[src/hw/rtl/sobel_edge_magnitude_core_macros.svh]
`ifndef SOBEL_EDGE_MAGNITUDE_CORE_MACROS_SVH
`define SOBEL_EDGE_MAGNITUDE_CORE_MACROS_SVH

// Same-cycle implication, sampled on clock, off while reset is high
`define SEM_ASSERT_IMPLIES(lbl, ante, cons, msg) \
   lbl: assert property (@(posedge clock) disable iff (reset) (ante) |-> (cons)) \
      else $error(msg);

// Next-cycle implication, sampled on clock, off while reset is high
`define SEM_ASSERT_NEXT(lbl, ante, cons, msg) \
   lbl: assert property (@(posedge clock) disable iff (reset) (ante) |=> (cons)) \
      else $error(msg);

`endif

[src/hw/rtl/sem_pkg.sv]
`default_nettype none

package sem_pkg;

   localparam int MAX_WIDTH_DEF = 1024;

   localparam int PIX_W    = 8;
   localparam int GRAD_W   = 11;
   localparam int CFG_W_W  = 11;
   localparam int CFG_H_W  = 12;
   localparam int CSR_IX_W = 2;
   localparam int CSR_D_W  = 12;
   localparam int ROOT_STEPS = 8;

   localparam logic [CSR_IX_W-1:0] REG_IMAGE_WIDTH  = 2'd0;
   localparam logic [CSR_IX_W-1:0] REG_IMAGE_HEIGHT = 2'd1;

   localparam logic [CFG_W_W-1:0] IMAGE_WIDTH_RST  = 11'd640;
   localparam logic [CFG_H_W-1:0] IMAGE_HEIGHT_RST = 12'd480;

   typedef enum logic [2:0] {
      ST_IDLE,
      ST_SHIFT,
      ST_GRAD,
      ST_SQ_X,
      ST_SQ_Y,
      ST_ROOT,
      ST_LOAD
   } sem_state_type;

   typedef struct packed {
      logic accept;
      logic shift;
      logic grad;
      logic sq_x;
      logic sq_y;
      logic root;
      logic load;
   } sem_cmd_type;

   typedef struct packed {
      logic produce;
      logic root_done;
      logic out_free;
   } sem_sts_type;

endpackage

`default_nettype wire

[src/hw/rtl/sem_ctrl.sv]
`default_nettype none

module sem_ctrl (
   input  wire logic                clock,
   input  wire logic                reset,
   input  wire logic                req_valid,
   output      logic                req_stall,
   input  wire sem_pkg::sem_sts_type sts,
   output      sem_pkg::sem_cmd_type cmd
);

   import sem_pkg::*;

   sem_state_type state_ff;
   sem_state_type state_in;

   always_ff @(posedge clock) begin
      if (reset) begin
         state_ff <= ST_IDLE;
      end else begin
         state_ff <= state_in;
      end
   end

   always_comb begin
      state_in = state_ff;
      case (state_ff)
         ST_IDLE: begin
            if (req_valid) begin
               state_in = ST_SHIFT;
            end
         end
         ST_SHIFT: begin
            state_in = sts.produce ? ST_GRAD : ST_IDLE;
         end
         ST_GRAD: begin
            state_in = ST_SQ_X;
         end
         ST_SQ_X: begin
            state_in = ST_SQ_Y;
         end
         ST_SQ_Y: begin
            state_in = ST_ROOT;
         end
         ST_ROOT: begin
            if (sts.root_done) begin
               state_in = ST_LOAD;
            end
         end
         ST_LOAD: begin
            if (sts.out_free) begin
               state_in = ST_IDLE;
            end
         end
         default: begin
            state_in = ST_IDLE;
         end
      endcase
   end

   always_comb begin
      cmd       = '0;
      req_stall = 1'b1;
      case (state_ff)
         ST_IDLE: begin
            req_stall  = 1'b0;
            cmd.accept = req_valid;
         end
         ST_SHIFT: begin
            cmd.shift = 1'b1;
         end
         ST_GRAD: begin
            cmd.grad = 1'b1;
         end
         ST_SQ_X: begin
            cmd.sq_x = 1'b1;
         end
         ST_SQ_Y: begin
            cmd.sq_y = 1'b1;
         end
         ST_ROOT: begin
            cmd.root = 1'b1;
         end
         ST_LOAD: begin
            cmd.load = sts.out_free;
         end
         default: begin
            cmd = '0;
         end
      endcase
   end

endmodule

`default_nettype wire

[config.mk]
export PLATFORM = sky130hd
export DESIGN_NAME = sem_ctrl
export DESIGN_NICKNAME = d
export VERILOG_FILES = /design/src/hw/rtl/sobel_edge_magnitude_core_macros.svh /design/src/hw/rtl/sem_pkg.sv /design/src/hw/rtl/sem_ctrl.sv
export SDC_FILE = /design/constraint.sdc
export NUM_CORES = 1
export LEC_CHECK = 0
export BUFFER_PORTS_ARGS = -buffer_cell sky130_fd_sc_hd__buf_2
export CAP_MARGIN = 10
export CORE_AREA = 2 2 39 41
export CTS_BUF_LIST = sky130_fd_sc_hd__clkbuf_8
export DETAILED_ROUTE_END_ITERATION = 7
export DIE_AREA = 0 0 41 43
export GPL_TIMING_DRIVEN = 0
export PLACE_DENSITY = 0.36
export SLEW_MARGIN = 20
export SYNTH_ARGS = -nofsm -noshare
export SYNTH_HDL_FRONTEND = slang
export SYNTH_SLANG_ARGS = --single-unit
[constraint.sdc]
create_clock -name clock -period 2.2 [get_ports clock]
set_input_delay 0.22 -clock clock [delete_from_list [all_inputs] [get_ports clock]]
set_output_delay 0.22 -clock clock [all_outputs]
set_load 0.02 [all_outputs]
Yosys cells after proc, flatten, opt, wreduce, memory -nomap -nowiden

Index checks and enable logic that the tools add are counted.

Flip-flop bits (word level): 3
Bits in latches: 0
RAM bits: 0
Memory bits (read-only): 0
Bits of input ports: 6
Output and inout bits: 8
Logic and storage cells: 25
Memories kept: 0

Add/subtract/negate cells: 0
$mul: 0
Div/mod/pow operators: 0
Magnitude comparators: 0
Equal/unequal tests: 9
Shifts and indexed selects: 0
Muxes and demuxes: 13
Bitwise operators: 0
Reductions and logical operators: 2

Operators by type and width:

| cell                                                 | count |
|---|---|
| one-hot mux 3 bit (7 select lines)                   | 1 |
| equality test 3 bit (second input constant)          | 3 |
| two-way mux 3 bit                                    | 3 |
| two-way mux 1 bit                                    | 8 |
| equality test 3 x 2 -> 1 bit (second input constant) | 2 |
| != test 2 bit (second input constant)                | 3 |
| equality test 3 x 1 -> 1 bit (second input constant) | 1 |
| zero test 3 bit                                      | 1 |
| AND reduction 3 bit                                  | 1 |
| two-way mux 2 bit                                    | 1 |

Longest topological paths before layout

Gate-level depths: netlist of the first run.

Depth in word-level cells: 3
Mapped depth: 4
Gate-level depth less buffers: 3

Least setup slack after synthesis of the first run

OpenSTA, ideal clock, no wires.

Path kind: reg-to-output
From: register state_ff[1]
To: output port cmd[4] (netlist name)
Arrival time: 1,067 ps
Path slack: 913 ps
Cell stages (with the launch flop): 3
Buffers on the path: 1
Path through: dfxtp_1 > buf_6 > nor3b_1

RTL lines:

| what                     | RTL line       | text |
|---|---|---|
| start: declaration       | sem_ctrl.sv:14 | `sem_state_type state_ff;` |
| start signal: assignment | sem_ctrl.sv:21 | `state_ff <= state_in;` |
| end: declaration         | sem_ctrl.sv:9  | `output sem_pkg::sem_cmd_type cmd` |

==> results_dict.tcl, run 1 <==
set metrics [dict create \
    hold_ws_ps 226 \
    postCtsResizedCells 0 \
    grt_max_degree 11 \
    cts-htree-levels 1 \
    rsz0062_at_grt "no" \
    clk_path_buf_depth 2 \
    synth_xor_area_share_pct 0 \
    final_cell_mix "buf_2, nor2_1" \
    synthSimpleGateAreaFrac_pct 35.2 \
    fin_crit_ps 1390 \
    synth_cells 31 \
    min_period_over_period_pct 63.3 \
    synth_mux_area_share_pct 0 \
    io_pins 14 \
    die_y_um 43 \
    critical_path_class "reg -> out" \
    placed_area_sq_um 334 \
    ys_seq_area_share_pct 24.1 \
    timing.final.ws_setup_ps 807 \
    r2r_cells 3 \
    pwr-share-seq_pct 22.9 \
    cp.arrival_ps 1170 \
    synthDistinctLibCells 18 \
    first_pass_iters 1 \
    wl_per_cell_um 8.77 \
    worst_clock_skew_ps 3.63 \
    drv_slew 0 \
    cts.clk_slew.worst_paths_ps 30 \
    cts_setup_buffers 0 \
    core.rowCount 14 \
    port_buffers 13 \
    timing.setup.tns_ps 0 \
    routed_wl_um 561 \
    cts.sinks 3 \
    irDropWorstVdd_mv 0.516 \
    grt_pass1_vias 213 \
    synth_top_family_by_area "simple AND/OR/NAND/NOR gates" \
    synth-adder-area-share_pct 0 \
    die_area_sq_um 1760 \
    final_layout_size_suffix_gt1_share_pct 47.9 \
    path_cells "or3_4 -> nor2_2 -> buf_2" \
    worstPathMaxFanout 5 \
    r2r_end "state_ff[0]" \
    finalSetupViolations 0 \
    netlist_area_sq_um 249 \
    first_iter_violations 0 \
    grt_use_total_pct 7.52 \
    status "complete, no violations" \
    crit_path_start "state_ff[1]" \
    ant_nets 0 \
    core_sq_um 1380 \
    top_regs "state_ff x3" \
    switching_share_pct 25.3 \
    multiInputGateArea_sq_um 155 \
    fillers 167 \
    largest_reg_flops 3 \
    detailed_place_hpwl_um 433 \
    place.gp.congestion 0.612 \
    max-slew-margin-rel_pct 86.6 \
    diodes 0 \
    synth_compound_area_share_pct 27.1 \
    worst_setup_path_end_kind "output pin" \
    p_leak_nw 0.209 \
    r2r_start "state_ff[0]" \
    cts_tree "yes" \
    num_vias 251 \
    max-cap-violations 0 \
    min_path_cells 2 \
    die_x_um 41 \
    required_ps 1980 \
    endpoint "cmd[6]" \
    cts_buffers 3 \
    fmax_mhz 718 \
    syn_to_final_growth_pct 52.3 \
    holdCritPathClass "in -> reg" \
    comb_power_share_pct 22.1 \
    stdcell_area_sq_um 379 \
    clkPwrFrac_pct 55.0 \
    min_from "reset" \
    ff_latch_area_sq_um 60.1 \
    p_switching_mw 0.0694 \
    ys_ff_latch 3 \
    layout_commonest_cell "buf_2" \
    startpoint_type "flip-flop" \
    overflow 0 \
    rrSetupSlack_ps 1290 \
    critPathSlowestCell "or3_4" \
    clk_latency_ps 210 \
    start_util_pct 18.0 \
    power.internal_mw 0.205 \
    dp_slack_ps 1010 \
    yosys_warnings 0 \
    drc 0 \
    max_stage_delay_ps 380 \
    ctsRootBufferMaster "clkbuf_8" \
    ctsHoldBuffers 0 \
    nNetsFinal 55 \
    p_per_area_nw_per_um2 723 \
    synth_fp_nets 37 \
    top_register "state_ff" \
    viasPerCell 3.92 \
    antenna_found_initial 0 \
    tightest_slew_ps 200 \
    hold_violations 0 \
    avgSynthCellArea_sq_um 8.03 \
    grt_first_pass_wirelength_um 897 \
]
[cells by family after synthesis]
kind of cell	Yosys count
buffers and inverters	4
AO/OA/AOI/OAI	9
AND/OR/NAND/NOR	15
flip-flops	3
[layer usage]
layer / vias up / share of wire (%) / GRT usage, %
met5: - / 0 / 0
met4: 0 / 0 / 2.00
met3: 0 / 4.1 / 4.71
met2: 7 / 48 / 10.6
met1: 104 / 48 / 9.29
li1: 140 / - / -
[power groups by stage]
| stage | clock network (mW) | registers (mW) | logic (mW) |
|---|---|---|---|
| floorplan | 0 | 0.0624 | 0.0437 |
| detailed placement | 0 | 0.0636 | 0.0611 |
| finish | 0.151 | 0.0627 | 0.0606 |
| global route | 0.162 | 0.0635 | 0.0677 |
| CTS | 0.156 | 0.0630 | 0.0615 |
| global placement | 0 | 0.0639 | 0.0618 |
[worst min-delay path by stage]
stage,end
2_1_floorplan,state_ff[2]
3_3_place_gp,state_ff[2]
3_5_place_dp,state_ff[2]
4_1_cts,state_ff[2]
5_1_grt,state_ff[2]
6_report,state_ff[2]
[worst max-delay path, delay by kind of cell (launching register included)]
kind	cells	cell delay, ps
AND/OR/NAND/NOR	2	460
flip-flops	1	350
buffers and inverters	1	160
[cell usage after synthesis]
master | count | area share, %
dfxtp_1 | 3 | 24
a221oi_2 | 1 | 6.0
nor3b_1 | 2 | 6.0
a21oi_1 | 3 | 6.0
nor3_2 | 1 | 4.0
buf_6 | 2 | 9.0
buf_4 | 1 | 3.0
and3b_1 | 1 | 3.5
or3_4 | 1 | 4.5
nor2_1 | 5 | 7.5
o211a_1 | 1 | 4.0
a21o_1 | 1 | 3.0
nand2b_1 | 1 | 2.5
o21ai_0 | 1 | 2.0
nand2_1 | 3 | 4.5
nor2_2 | 1 | 2.5
o21a_1 | 2 | 6.0
inv_1 | 1 | 1.5
[metrics by stage]
stage | power (mW) | util, % | std cells
finish | 0.274 | 27.4 | 64
global route | 0.294 | 27.4 | 64
CTS | 0.281 | 27.4 | 64
detailed placement | 0.125 | 24.1 | 60
global placement | 0.126 | 24.1 | 60
floorplan | 0.106 | - | 31
[area by class of cell]
class / count / share of cell area, %
Multi-Input combinational cell: 24 / 40.9
Timing Repair Buffer: 13 / 17.2
Sequential cell: 3 / 15.8
Clock buffer: 3 / 10.9
Buffer: 3 / 7.92
Tap cell: 16 / 5.28
Clock inverter: 1 / 0.990
Inverter: 1 / 0.990
Power figures use the tool's default switching activity.
==> run 2, diff against run 1 <==
--- a/config.mk
+++ b/config.mk
@@ -12,7 +12,7 @@
 export DETAILED_ROUTE_END_ITERATION = 7
 export DIE_AREA = 0 0 41 43
 export GPL_TIMING_DRIVEN = 0
-export PLACE_DENSITY = 0.36
+export PLACE_DENSITY = 0.38
 export SLEW_MARGIN = 20
 export SYNTH_ARGS = -nofsm -noshare
 export SYNTH_HDL_FRONTEND = slang
==> constraint.sdc (replaced) <==
create_clock -name clock -period 1.1 [get_ports clock]
set_input_delay 0.11 -clock clock [delete_from_list [all_inputs] [get_ports clock]]
set_output_delay 0.11 -clock clock [all_outputs]
set_load 0.02 [all_outputs]
==> run 2 against run 1 <==
Against the previous run: the run now ends with negative setup slack left; first-iteration DRC count unchanged; register-to-register slack lost 1300 ps; critical path depth stayed put; utilization rose by 10 points; non-clock buffer count up 7; clock skew down 2.3 ps; critical path type unchanged; sequential share of layout area down 3.1 points; largest power group unchanged; worst setup slack worse by 960 ps; via count up 19%; sequential power rose by 98%.
==> results_dict.tcl, run 2 (synthesis results as in run 1) <==
set metrics [dict create \
    top_regs "state_ff x3" \
    die_x_um 41 \
    p_per_area_nw_per_um2 1190 \
    port_buffers 13 \
    holdPathEnd "state_ff[2]" \
    viasPerCell 4.21 \
    path_cells "or3_4 -> nor2_4 -> buf_6" \
    holdCritPathClass "in -> reg" \
    place.gp.congestion 0.632 \
    r2r_start "state_ff[2]" \
    power_mw 0.619 \
    worstPathMaxFanout 3 \
    cts-htree-levels 1 \
    detailed_place_hpwl_um 433 \
    required_ps 990 \
    irDropWorstVdd_mv 0.577 \
    finalSetupViolations 7 \
    routed_wl_um 696 \
    first_iter_violations 0 \
    wl_per_cell_um 9.80 \
    tightest_slew_ps 183 \
    ant_nets 0 \
    stdcell_area_sq_um 519 \
    cts.sinks 3 \
    die_area_sq_um 1760 \
    rrSetupSlack_ps 30 \
    layout_commonest_cell "buf_4" \
    max_stage_delay_ps 390 \
    io_pins 14 \
    fin_crit_ps 1250 \
    final_cell_mix "buf_4, buf_6, buf_2" \
    drv_slew 0 \
    rsz0062_at_grt "yes" \
    min_path_cells 2 \
    final_layout_size_suffix_gt1_share_pct 72.7 \
    p_leak_nw 0.263 \
    diodes 0 \
    max-cap-violations 0 \
    min_period_over_period_pct 114 \
    cts.clk_slew.worst_paths_ps 30 \
    grt_first_pass_wirelength_mm 1.02 \
    cts_tree "yes" \
    hold_violations 0 \
    drc 0 \
    antenna_found_initial 0 \
    fillers 155 \
    worst_clock_skew_ps 1.29 \
    min_from "reset" \
    cts_buffers 3 \
    first_pass_iters 1 \
    worst_setup_path_end_kind "output pin" \
    largest_reg_flops 3 \
    critical_path_class "reg -> out" \
    top_register "state_ff" \
    violations "negative setup slack" \
    start_util_pct 18.0 \
    fmax_mhz 800 \
    overflow 0 \
    clk_path_buf_depth 2 \
    die_y_um 43 \
    r2r_end "state_ff[0]" \
    placed_area_sq_um 344 \
    num_vias 299 \
    cp.arrival_ps 1140 \
    syn_to_final_growth_pct 109 \
    core_sq_um 1380 \
    startpoint_type "flip-flop" \
    grt_max_degree 11 \
    status "finished, violations left" \
    max-slew-margin-rel_pct 87.8 \
    ctsHoldBuffers 0 \
    nNetsFinal 62 \
    grt_use_total_pct 8.73 \
    clk_latency_ps 210 \
    r2r_cells 4 \
    ctsRootBufferMaster "clkbuf_8" \
    grt_pass1_vias 269 \
    critPathSlowestCell "or3_4" \
    timing.final.ws_setup_ps -150 \
    core.rowCount 14 \
]
-- run 2: changes by cell type in the layout (fill, tap and decap cells not counted) --
cell and change:
nor2_4 +3, dfxtp_2 +2, buf_4 +10, nand2b_1 -1, buf_6 +5, nand2_1 -1, nor3b_1 -2, dfxtp_1 -3
nor2_1 -3, dfxtp_4 +1, nand2b_4 +1, nand2_2 +1, buf_2 -8, nor3b_2 +2
-- run 2: per-stage QoR --
stage / setup slack (ps) / utilization (%) / TNS, ps / cells / hold slack (ps)
finish: -150 / 37.5 / -365 / 71 / 107
global route: -184 / 37.5 / -674 / 71 / 111
CTS: -157 / 37.2 / -755 / 72 / 96.3
detailed placement: 39.1 / 24.9 / 0 / 60 / 329
global placement: 28.0 / 24.9 / 0 / 60 / 331
floorplan: 23.3 / - / 0 / 31 / 179
-- run 2: cell type report --
cell class / instances / area (sq um) / share of cell area (%)
clock buffers: 3 / 41.3 / 7.95
well taps: 16 / 20.0 / 3.86
multi-input cells: 24 / 198 / 38.1
plain buffers: 2 / 22.5 / 4.34
flip-flops and latches: 3 / 66.3 / 12.8
inverters: 1 / 3.75 / 0.723
repair buffers: 21 / 164 / 31.6
clock inverters: 1 / 3.75 / 0.723
-- run 2: power by group --
group	internal [mW]	switching (mW)
Sequential	0.117	0.00707
Clock	0.237	0.0716
Combinational	0.101	0.0854
Total	0.455	0.164
-- run 2: per-layer routing --
| metal | wire, um | part of all wire [%] | track usage [%] |
|---|---|---|---|
| met5 | 0 | 0 | 0 |
| met4 | 0 | 0 | 6.00 |
| met3 | 31 | 4.5 | 3.14 |
| met2 | 380 | 55 | 13.1 |
| met1 | 284 | 41 | 9.65 |
-- run 2: repair_timing --
item | CTS | global route
pin swaps | 4 | 1
gates resized for setup | 22 | 5
endpoints found under the hold margin | 0 | 0
buffers inserted | 8 | 0
endpoints found under the setup margin | 8 | 10
-- run 2: worst max-delay path by stage --
| stage | start | to | slack (ps) | cells past startpoint |
|---|---|---|---|---|
| final | state_ff[1] | cmd[6] | -150 | 3 |
| after global routing | state_ff[1] | cmd[6] | -180 | 3 |
| after CTS | state_ff[1] | cmd[6] | -160 | 3 |
| after detailed placement | state_ff[1] | cmd[6] | 40 | 3 |
| after global placement | state_ff[1] | cmd[6] | 30 | 3 |
| after floorplan | state_ff[1] | cmd[6] | 20 | 2 |
-- run 2: critical path: cells and delay by family (launching register included) --
family	cells	cell delay [ps]
buffers and inverters	1	110
flip-flops	1	340
AND/OR/NAND/NOR	2	480
